--- config.mk ---
export PLATFORM = sky130hd
export DESIGN_NAME = qpsht_modred
export DESIGN_NICKNAME = d
export VERILOG_FILES = /design/src/rtl/qpsht_pkg.sv /design/src/rtl/qpsht_modred.sv
export SDC_FILE = /design/constraint.sdc
export NUM_CORES = 1
export LEC_CHECK = 0
export BUFFER_PORTS_ARGS = -buffer_cell sky130_fd_sc_hd__buf_2
export CORE_MARGIN = 3
export CORE_UTILIZATION = 40
export CTS_BUF_LIST = sky130_fd_sc_hd__clkbuf_16
export DETAILED_ROUTE_END_ITERATION = 12
export PLACE_DENSITY_LB_ADDON = 0.25
export SLEW_MARGIN = 20
export SYNTH_ARGS = -nofsm -noshare
export SYNTH_HDL_FRONTEND = slang
export SYNTH_SLANG_ARGS = --single-unit
--- constraint.sdc ---
create_clock -name clock -period 2.2 [get_ports clock]
set_input_delay 0.22 -clock clock [delete_from_list [all_inputs] [get_ports clock]]
set_output_delay 0.22 -clock clock [all_outputs]
set_load 0.05 [all_outputs]
--- src/rtl/qpsht_pkg.sv ---
// ----------------------------------------------------------------------------
// qpsht_pkg
// Shared types and constants of the string hash table with triangular probing.
// ----------------------------------------------------------------------------
package qpsht_pkg;

   localparam int TableSize = 64;
   localparam int MaxKeyLen = 20;
   localparam int SlotW     = $clog2(TableSize);
   localparam int SizeW     = 7;
   localparam int LenW      = 5;
   localparam int CharW     = 7;
   localparam int HashW     = 32;
   localparam int CsrIdxW   = 1;
   localparam int CsrDataW  = 32;
   localparam int StoreDepth = TableSize * MaxKeyLen;
   localparam int StoreAddrW = $clog2(StoreDepth);
   localparam int CharIdxW   = $clog2(MaxKeyLen);

   localparam logic [CsrIdxW-1:0] CSR_TABLE_SIZE = 1'b0;
   localparam logic [CsrIdxW-1:0] CSR_HASH_MULT  = 1'b1;

   localparam logic OP_INSERT = 1'b0;
   localparam logic OP_SEARCH = 1'b1;

   typedef struct packed {
      logic             op;
      logic [CharW-1:0] key_char;
      logic             last_char;
   } req_type;

   typedef struct packed {
      logic             found;
      logic [SlotW-1:0] slot;
   } rsp_type;

   typedef enum logic [3:0] {
      ST_IDLE,
      ST_MUL,
      ST_MOD,
      ST_PROBE,
      ST_CMP_LEN,
      ST_CMP_RD,
      ST_CMP_CHK,
      ST_WRITE,
      ST_DONE
   } state_type;

endpackage

--- src/rtl/qpsht_modred.sv ---
// ----------------------------------------------------------------------------
// qpsht_modred
// Restoring remainder unit: reduces a 32-bit hash modulo the table size,
// one quotient bit per cycle.
// ----------------------------------------------------------------------------
module qpsht_modred
   import qpsht_pkg::*;
(
   input  logic             clock,
   input  logic             reset,
   input  logic             start,
   input  logic [HashW-1:0] dividend,
   input  logic [SizeW-1:0] divisor,
   output logic             done,
   output logic [SizeW-1:0] remainder
);

   localparam int CntW = $clog2(HashW + 1);

   logic [HashW-1:0] shift_ff, shift_in;
   logic [SizeW:0]   rem_ff, rem_in;
   logic [CntW-1:0]  cnt_ff, cnt_in;
   logic             busy_ff, busy_in;
   logic [SizeW:0]   trial;

   always_comb begin
      shift_in = shift_ff;
      rem_in   = rem_ff;
      cnt_in   = cnt_ff;
      busy_in  = busy_ff;
      trial    = {rem_ff[SizeW-1:0], shift_ff[HashW-1]};
      if (start) begin
         shift_in = dividend;
         rem_in   = '0;
         cnt_in   = CntW'(HashW);
         busy_in  = 1'b1;
      end else if (busy_ff) begin
         shift_in = {shift_ff[HashW-2:0], 1'b0};
         if (trial >= {1'b0, divisor}) rem_in = trial - {1'b0, divisor};
         else rem_in = trial;
         cnt_in = cnt_ff - 1'b1;
         if (cnt_ff == CntW'(1)) busy_in = 1'b0;
      end
   end

   always_ff @(posedge clock) begin
      shift_ff <= shift_in;
      rem_ff   <= rem_in;
      cnt_ff   <= cnt_in;
      if (reset) busy_ff <= 1'b0;
      else busy_ff <= busy_in;
   end

   assign done      = busy_ff && (cnt_ff == CntW'(1));
   assign remainder = rem_in[SizeW-1:0];

endmodule

==> results_dict.tcl, run 1 <==
set metrics [dict create \
    static-leakage-power_nw 1.28 \
    cts_tree "done" \
    layout.core_utilization 0.586 \
    powerDensity_nw_per_um2 813 \
    yosys_warnings 0 \
    p_comb_frac 0.229 \
    wl_um 4380 \
    track_usage 0.147 \
    diodes 0 \
    die-width_um 81.6 \
    report.power.total_w 0.00253 \
    timing.fmax_mhz 363 \
    switching_power_summed_over_all_nets_w 0.000660 \
    synth_cell_type_count 36 \
    switching_part_of_the_total_power 0.261 \
    routed_via_density 4.88 \
    clock_skew_after_layout_ns 0.00389 \
    slew_margin_rel 0.541 \
    global_route_wire_length_before_repair_um 7280 \
    cp_max_fo 7 \
    drt.antenna.violating_nets 0 \
    floorplan_die_height_um 81.6 \
    cts.clk_slew.worst_paths_ns 0.06 \
    maxCapViolations 0 \
    timing_worst_setup_path_type "register to output port" \
    share_clk_of_total_power 0.343 \
    area_delta_synth_final_pct 36.0 \
    cp_slowest_stage_delay_ns 0.38 \
    peakVddDrop_uv 517 \
    routed-via-count 1568 \
    row_count 26 \
    rsz0062_at_grt "yes" \
    crit_path_start_kind "register" \
    place.detailed.instances 310 \
    cp-end-kind "output port" \
    post_synthesis_instance_area_um2 2280 \
    post_synth_inst_count 182 \
    max_slew_violations 0 \
    mappedNetlistNets 234 \
    finalNetCount 302 \
    maximum_number_of_pins_on_one_net_before_global_route_repair 33 \
    finalCriticalPeriod_ns 2.76 \
    initial_antenna_violation_count 0 \
    worst_ep_arrival_time_ns 2.54 \
    clkLatencyLatePin_ns 0.29 \
    h-tree-depth 2 \
    syn_area_per_cell_um2 12.6 \
    place_hpwl_um 3070 \
    cp_slowest_cell "sky130_fd_sc_hd__edfxtp_1" \
    core_um2 5300 \
    initial_core_util 0.431 \
    gp_congestion 0.853 \
    first_global_vias 1526 \
    failed_checks "negative setup slack" \
    finalHoldViolCount 0 \
    layout.cells.most_common_list "sky130_fd_sc_hd__buf_2 (42), sky130_fd_sc_hd__edfxtp_1 (32), sky130_fd_sc_hd__mux2_2 (31)" \
    drt_first_pass_iters 6 \
    postLayoutSetupSlackWorst_ns -0.557 \
    number_of_buffers_added_by_the_clock_tree_synthesis_step 5 \
    overflow 0 \
    seqPwrFrac 0.427 \
    timing.hold.worst.class "input pin to register" \
    initial_drc_count 50 \
    max_slew.worst_pin.slew_ns 0.688 \
    detail_route.wl_per_cell_um 13.6 \
    worst_ep_required_time_ns 1.98 \
    final_cell_count_no_fill 321 \
    setup_violations 10 \
    boundaryPins 50 \
    cp_common_cell "sky130_fd_sc_hd__a211oi_4" \
    ys_seq_elements 46 \
    clock-root-buffer "sky130_fd_sc_hd__clkbuf_16" \
    status "complete, but fails checks" \
    synth-seq-area-share 0.543 \
    worstPathCellList "inv_1 > ha_2 > inv_2 > fa_2 > a211oi_4 > o21ai_2 > a41oi_4 > buf_12 > mux2i_2 > a211oi_4 > buf_6" \
    layout_commonest_cell "sky130_fd_sc_hd__buf_2" \
    share_of_layout_cells_above_drive_strength_1 0.498 \
    post-route-period-util 1.25 \
    route.detailed.drc 0 \
    io_buffer_count 49 \
    cell_internal_pwr_w 0.00187 \
    clk_buf_depth 2 \
    clock_sink_count 46 \
    fp.dieArea_um2 6650 \
]
-- area by class of cell --
cell class,instances,area (um^2)
tap,70,87.6
multi-input combinational,118,1100
fill,450,2200
timing repair buffer,68,472
clock buffer,5,125
clock inverter,3,43.8
sequential,46,1240
inverter,11,41.3
-- cells by family after synthesis --
group	count (synthesis)	synth area share
adders and majority gates	10	0.0581
and+or+nand+nor	44	0.0948
xor gates and xnor gates	8	0.0307
muxes	35	0.170
buffers and inverters	18	0.0296
DFF	46	0.543
AOI/OAI and AO/OA	21	0.0734
-- worst paths after layout --
check	end	slack [ns]	depth (start not counted)	from
max	remainder[4]	-0.56	11	shift_ff[31]
min reg2reg	cnt_ff[5]	0.50	2	cnt_ff[5]
min	busy_ff	0.08	2	reset
max reg2reg	rem_ff[5]	-0.03	11	shift_ff[31]
-- power groups by stage --
stage,registers (W),logic (W),clock network (W)
6_report,0.00108,0.000579,0.000867
5_1_grt,0.00109,0.000630,0.000934
4_1_cts,0.00108,0.000565,0.000899
3_5_place_dp,0.00110,0.000526,0
3_3_place_gp,0.00110,0.000522,0
2_1_floorplan,0.00108,0.000372,0
-- metal layers --
layer  vias up  GRT usage  share of wire
li1        798          -              -
met1       724      0.196           0.46
met2        40      0.216           0.45
met3         6     0.0636          0.079
met4         0     0.0449          0.013
met5         -          0              0
-- synth_stat cells (all sizes together) --
cell,number,area share
a211oi,6,0.022
a21o,1,0.0033
a21oi,6,0.013
a221o,1,0.0044
a32oi,1,0.0038
a41oi,1,0.012
and2,1,0.0027
and3,1,0.0027
and3b,1,0.0038
and4b,1,0.0044
buf,4,0.0066
clkbuf,3,0.0049
dfxtp,14,0.12
edfxtp,32,0.42
fa,1,0.0088
ha,9,0.049
inv,11,0.018
mux2,31,0.15
mux2i,4,0.018
nand2,10,0.016
nand2b,4,0.011
nand3,1,0.0022
nand3b,1,0.0033
nand4,1,0.0027
nor2,16,0.026
nor2b,1,0.0027
nor3,2,0.0044
nor4,3,0.0082
nor4b,1,0.0038
o211ai,1,0.0033
o21ai,3,0.0082
o21bai,1,0.0033
xnor2,2,0.0077
xor2,6,0.023
-- metrics by stage --
stage	hold slack, ns	TNS [ns]	worst slack (ns)	cell area (um^2)
3_5_place_dp	0.381	-2.05	-0.316	2830
5_1_grt	0.0757	-5.06	-0.667	3110
6_report	0.0786	-3.71	-0.557	3110
4_1_cts	0.0700	-3.73	-0.566	3080
3_3_place_gp	0.379	-1.80	-0.281	2830
2_1_floorplan	0.292	-3.69	-0.417	2380
-- registers in the layout, indices dropped and copies added, names as in the netlist --
signal	count
shift_ff	32
cnt_ff	6
busy_ff	1
rem_ff	7
-- timing repair --
item,in CTS,in global routing
setup buffers,2,1
endpoints found under the setup margin,11,14
hold buffers,0,0
pin swaps,4,3
gates resized for setup,17,6
-- worst max-delay path, delay by kind of cell (launching register included) --
kind / cells / cell delay (ns)
adders and majority gates: 2 / 0.53
AOI/OAI and AO/OA: 4 / 0.63
buffers and inverters: 4 / 0.45
muxes: 1 / 0.25
DFF: 1 / 0.38
Power figures use the tool's default switching activity.
==> run 2: changes to the inputs <==
- CORE_UTILIZATION: 40 -> 48
- PLACE_DENSITY: not set -> 0.75
- PLACE_DENSITY_LB_ADDON: 0.25 -> not set
- SLEW_MARGIN: 20 -> not set
==> run 2 against run 1 <==
The flow still finishes with violations (negative setup slack). Power is 3.2% higher. Final area is 0.36% lower. Sequential power hardly changed. Global-route usage is 2.9 points higher. Clock skew hardly changed. Maximum frequency is 0.52% higher. Die area is 15% lower. Flip-flop and latch count stayed put. Count of clock-buffer cells in the layout stayed put. Register-to-register slack worse by 0.06 ns. Via count is 2.3% higher. Non-clock buffer count is 1 higher. Critical path type unchanged.
==> results_dict.tcl, run 2 (synthesis results as in run 1) <==
set metrics [dict create \
    post_cts_hold_buffer_count 0 \
    layout.core_utilization 0.692 \
    clock_skew_after_layout_ns 0.00373 \
    report.power.total_w 0.00260 \
    fp.dieArea_um2 5620 \
    critical_path_source "shift_ff[31]" \
    layout.cells.most_common_list "sky130_fd_sc_hd__buf_2 (42), sky130_fd_sc_hd__edfxtp_1 (32), sky130_fd_sc_hd__mux2_2 (31)" \
    overflow 0 \
    static-leakage-power_nw 1.29 \
    maxCapViolations 0 \
    row_count 24 \
    finalCriticalPeriod_ns 2.74 \
    detail_route.wl_per_cell_um 14.7 \
    worst_ep_required_time_ns 1.98 \
    timing.fmax_mhz 365 \
    failed_checks "negative setup slack" \
    route.detailed.drc 0 \
    routed_via_density 5.28 \
    timing.hold.worst.class "input pin to register" \
    h-tree-depth 2 \
    design_area_um2 3100 \
    core_um2 4470 \
    worstPathCellList "inv_1 > ha_1 > inv_1 > fa_2 > a211oi_4 > o21ai_2 > a41oi_4 > buf_6 > nor4b_1 > a221o_2 > buf_6" \
    layout_commonest_cell "sky130_fd_sc_hd__buf_2" \
    clk_buf_depth 2 \
    cp_slowest_stage_delay_ns 0.39 \
    initial_antenna_violation_count 0 \
    drt.antenna.violating_nets 0 \
    share_of_layout_cells_above_drive_strength_1 0.492 \
    finalHoldViolCount 0 \
    cp-end-kind "output port" \
    setup_violations 8 \
    regToRegStartpoint "shift_ff[31]" \
    crit_path_start_kind "register" \
    max_slew_violations 0 \
    place_hpwl_um 3230 \
    largest_register_ff_count 32 \
    cts_tree "done" \
    peakVddDrop_uv 489 \
    diodes 0 \
    first_global_vias 1502 \
    die-width_um 75.0 \
    cts.clk_slew.worst_paths_ns 0.06 \
    gp_congestion 0.863 \
    status "complete, but fails checks" \
    timing_worst_setup_path_type "register to output port" \
    max_slew.worst_pin.slew_ns 0.438 \
    boundaryPins 50 \
    detailedPlace.worstSlack_ns -0.349 \
    fillerInstances 334 \
    holdCritStartpoint "reset" \
    initial_core_util 0.511 \
    finalNetCount 303 \
    global_route_wire_length_before_repair_um 7200 \
    area_delta_synth_final_pct 35.5 \
    setup_total_negative_slack_ns -3.64 \
    floorplan_die_height_um 75.0 \
    postLayoutSetupSlackWorst_ns -0.542 \
    routed-via-count 1604 \
    powerDensity_nw_per_um2 841 \
    wl_um 4480 \
    registers.top_by_ff_count "shift_ff" \
    clock_sink_count 46 \
    slew_margin_rel 0.707 \
    number_of_buffers_added_by_the_clock_tree_synthesis_step 5 \
    io_buffer_count 49 \
    rsz0062_at_grt "yes" \
    worst_ep_arrival_time_ns 2.52 \
    cp_slowest_cell "sky130_fd_sc_hd__edfxtp_1" \
    cp_max_fo 6 \
    track_usage 0.175 \
    initial_drc_count 81 \
    drt_first_pass_iters 4 \
    placement.cell_area_um2 2810 \
    maximum_number_of_pins_on_one_net_before_global_route_repair 38 \
    clkLatencyLatePin_ns 0.28 \
    clock-root-buffer "sky130_fd_sc_hd__clkbuf_16" \
    post-route-period-util 1.25 \
    reg2reg_slack_ns -0.09 \
    top_regs "shift_ff (32), rem_ff (7), cnt_ff (6)" \
]
-- run 2: changes by cell type in the layout (fill, tap and decap cells not counted), sizes merged --
cell and delta:
inv -1, bufinv +1, buf +1
-- run 2: worst max-delay path, delay by kind of cell, from the launching register on --
kind	cells	cell delay [ns]
AOI/OAI and AO/OA	4	0.82
adders and majority gates	2	0.51
buffers and inverters	4	0.46
DFF	1	0.39
and+or+nand+nor	1	0.06
-- run 2: per-stage QoR --
| step | std cells | hold WS, ns |
|---|---|---|
| floorplan | 182 | 0.292 |
| global placement | 294 | 0.379 |
| detailed placement | 294 | 0.382 |
| CTS | 303 | 0.0764 |
| global route | 304 | 0.0772 |
| finish | 304 | 0.0842 |
-- run 2: cell type report --
| type | count | area (um^2) | area share |
|---|---|---|---|
| flip-flops and latches | 46 | 1240 | 0.401 |
| multi-input cells | 118 | 1100 | 0.354 |
| repair buffers | 69 | 463 | 0.150 |
| clock buffers | 5 | 125 | 0.0404 |
| well taps | 52 | 65.1 | 0.0210 |
| clock inverters | 3 | 63.8 | 0.0206 |
| inverters | 11 | 41.3 | 0.0133 |
-- run 2: final timing paths --
kind	endpoint	cells past startpoint
worst max register to register	rem_ff[3]	11
worst min-delay path	busy_ff	2
worst max-delay path	remainder[0]	11
worst min register to register	cnt_ff[0]	2
-- run 2: routing by layer --
metal | part of all wire | track usage | routed length, um | vias up
li1 | - | - | - | 796
met4 | 0.017 | 0.0711 | 74 | 0
met3 | 0.060 | 0.0681 | 271 | 6
met1 | 0.47 | 0.236 | 2090 | 764
met2 | 0.46 | 0.254 | 2050 | 38
met5 | 0 | 0 | 0 | -
-- run 2: report_power, final --
| part | total (W) | internal (W) | switching, W |
|---|---|---|---|
| clock network | 0.000950 | 0.000646 | 0.000304 |
| logic | 0.000580 | 0.000288 | 0.000292 |
| registers | 0.00107 | 0.00103 | 0.0000425 |
| total | 0.00260 | 0.00197 | 0.000638 |
-- run 2: timing repair --
item                                    CTS  global route
buffers inserted                          1             1
hold endpoints to repair                  0             0
pin swaps                                 5             1
gates resized for setup                  15             6
endpoints found under the setup margin   11            13
==> run 3: changes to the inputs <==
- CORE_UTILIZATION: 48 -> 40
- PLACE_DENSITY: 0.75 -> 0.62
- clock period: 2.2 -> 3.4 ns (I/O delays scaled with it)
==> run 3 against run 2 <==
The run now ends clean. Clock skew about the same. Wire length decreased by 8.2%. Die area increased by 18%. Clock power decreased by 42%. Final cell count increased by 0.66%. Register-to-register slack improved by 1.1 ns. Non-clock buffer count decreased by 16. Power decreased by 42%. Count of clock-buffer cells in the layout unchanged. Core utilization decreased by 16 points. Combinational power decreased by 53%. Flip-flop and latch count unchanged. Critical path type unchanged.
==> results_dict.tcl, run 3 (synthesis results as in run 1) <==
set metrics [dict create \
    worst_ep_arrival_time_ns 2.81 \
    track_usage 0.137 \
    cts.repair.resized 0 \
    maxCapViolations 0 \
    max_slew_violations 0 \
    io_buffer_count 49 \
    finalNetCount 287 \
    clock_skew_after_layout_ns 0.00377 \
    placement.cell_area_um2 2630 \
    hold-worst-slack_ns 0.215 \
    crit_path_start_kind "register" \
    static-leakage-power_nw 1.19 \
    timing_worst_setup_path_type "register to output port" \
    initial_drc_count 68 \
    status "finished, final reports clean" \
    finalHoldViolCount 0 \
    slew_margin_rel 0.554 \
    routed-via-count 1506 \
    drt_first_pass_iters 4 \
    place_hpwl_um 2940 \
    floorplan_die_height_um 81.6 \
    rsz0062_at_grt "no" \
    first_global_vias 1471 \
    registers.top_by_ff_count "shift_ff" \
    gp_congestion 0.738 \
    diodes 0 \
    max_slew.worst_pin.slew_ns 0.669 \
    post_cts_hold_buffer_count 0 \
    core_um2 5300 \
    area_delta_synth_final_pct 23.1 \
    die-width_um 81.6 \
    timing.hold.worst.class "input pin to register" \
    layout_commonest_cell "sky130_fd_sc_hd__buf_2" \
    clk_buf_depth 2 \
    routed_via_density 4.92 \
    boundaryPins 50 \
    cts.clk_slew.worst_paths_ns 0.06 \
    largest_register_ff_count 32 \
    initial_core_util 0.431 \
    initial_antenna_violation_count 0 \
    wl_um 4110 \
    setup_total_negative_slack_ns 0 \
    share_of_layout_cells_above_drive_strength_1 0.419 \
    clock-root-buffer "sky130_fd_sc_hd__clkbuf_16" \
    cp_max_fo 6 \
    report.power.total_w 0.00152 \
    cp-end-kind "output port" \
    setup_violations 0 \
    post-route-period-util 0.926 \
    worst_ep_required_time_ns 3.06 \
    finalCriticalPeriod_ns 3.15 \
    maximum_number_of_pins_on_one_net_before_global_route_repair 33 \
    h-tree-depth 2 \
    timing.fmax_mhz 317 \
    clkLatencyLatePin_ns 0.28 \
    drt.antenna.violating_nets 0 \
    global_route_wire_length_before_repair_um 6840 \
    design_area_um2 2810 \
    row_count 26 \
    clock_sink_count 46 \
    number_of_buffers_added_by_the_clock_tree_synthesis_step 5 \
    route.detailed.drc 0 \
    layout.cells.most_common_list "sky130_fd_sc_hd__buf_2 (49), sky130_fd_sc_hd__edfxtp_1 (32), sky130_fd_sc_hd__mux2_2 (31)" \
    peakVddDrop_uv 272 \
    reg2reg_slack_ns 1.03 \
    overflow 0 \
    powerDensity_nw_per_um2 542 \
    cts_tree "done" \
    detail_route.wl_per_cell_um 13.4 \
    top_regs "shift_ff (32), rem_ff (7), cnt_ff (6)" \
    fp.dieArea_um2 6650 \
]
run 3: worst paths after layout:
check                from            to  depth (start not counted)
min                 reset       busy_ff                          2
min reg2reg     cnt_ff[1]     cnt_ff[1]                          2
max          shift_ff[31]  remainder[1]                         11
max reg2reg  shift_ff[31]     rem_ff[4]                         10
run 3: power by group:
part / switching [W] / internal, W / leakage, nW
Clock: 0.000203 / 0.000348 / 0.0842
Combinational: 0.000148 / 0.000127 / 0.668
Sequential: 0.0000301 / 0.000668 / 0.438
run 3: repair_timing:
action                                  4_1_cts  5_1_grt
hold endpoints to repair                      0        0
endpoints found under the setup margin        0        4
buffers inserted                              0        2
run 3: per-layer routing:
metal  vias up  routed length, um  global-route usage
li1        770                  -                   -
met1       697               1960               0.187
met2        35               1800               0.205
met3         4                293              0.0428
met4         0                 61              0.0449
met5         -                  0                   0
run 3: worst max-delay path: stages (launching register included):
cell and delay (ns):
sky130_fd_sc_hd__edfxtp_1 0.40, sky130_fd_sc_hd__inv_1 0.08, sky130_fd_sc_hd__ha_1 0.16, sky130_fd_sc_hd__inv_1 0.06
sky130_fd_sc_hd__fa_1 0.41, sky130_fd_sc_hd__a211oi_2 0.29, sky130_fd_sc_hd__o21ai_2 0.12, sky130_fd_sc_hd__a41oi_4 0.21
sky130_fd_sc_hd__buf_4 0.18, sky130_fd_sc_hd__mux2i_1 0.09, sky130_fd_sc_hd__a211oi_2 0.23, sky130_fd_sc_hd__buf_2 0.30
run 3: area by class of cell:
type	count	area, um^2
inverter	11	41.3
fill	469	2490
clock buffer	5	125
sequential	46	1240
tap	70	87.6
multi-input combinational	118	997
timing repair buffer	53	275
clock inverter	3	43.8
run 3: per-stage QoR:
step                      setup WS [ns]  utilization  std cells
after floorplan                   0.199            -        182
after global placement            0.502        0.496        296
after detailed placement          0.399        0.496        296
after CTS                        0.0800        0.527        304
after global routing             0.0647        0.530        306
final                             0.250        0.530        306
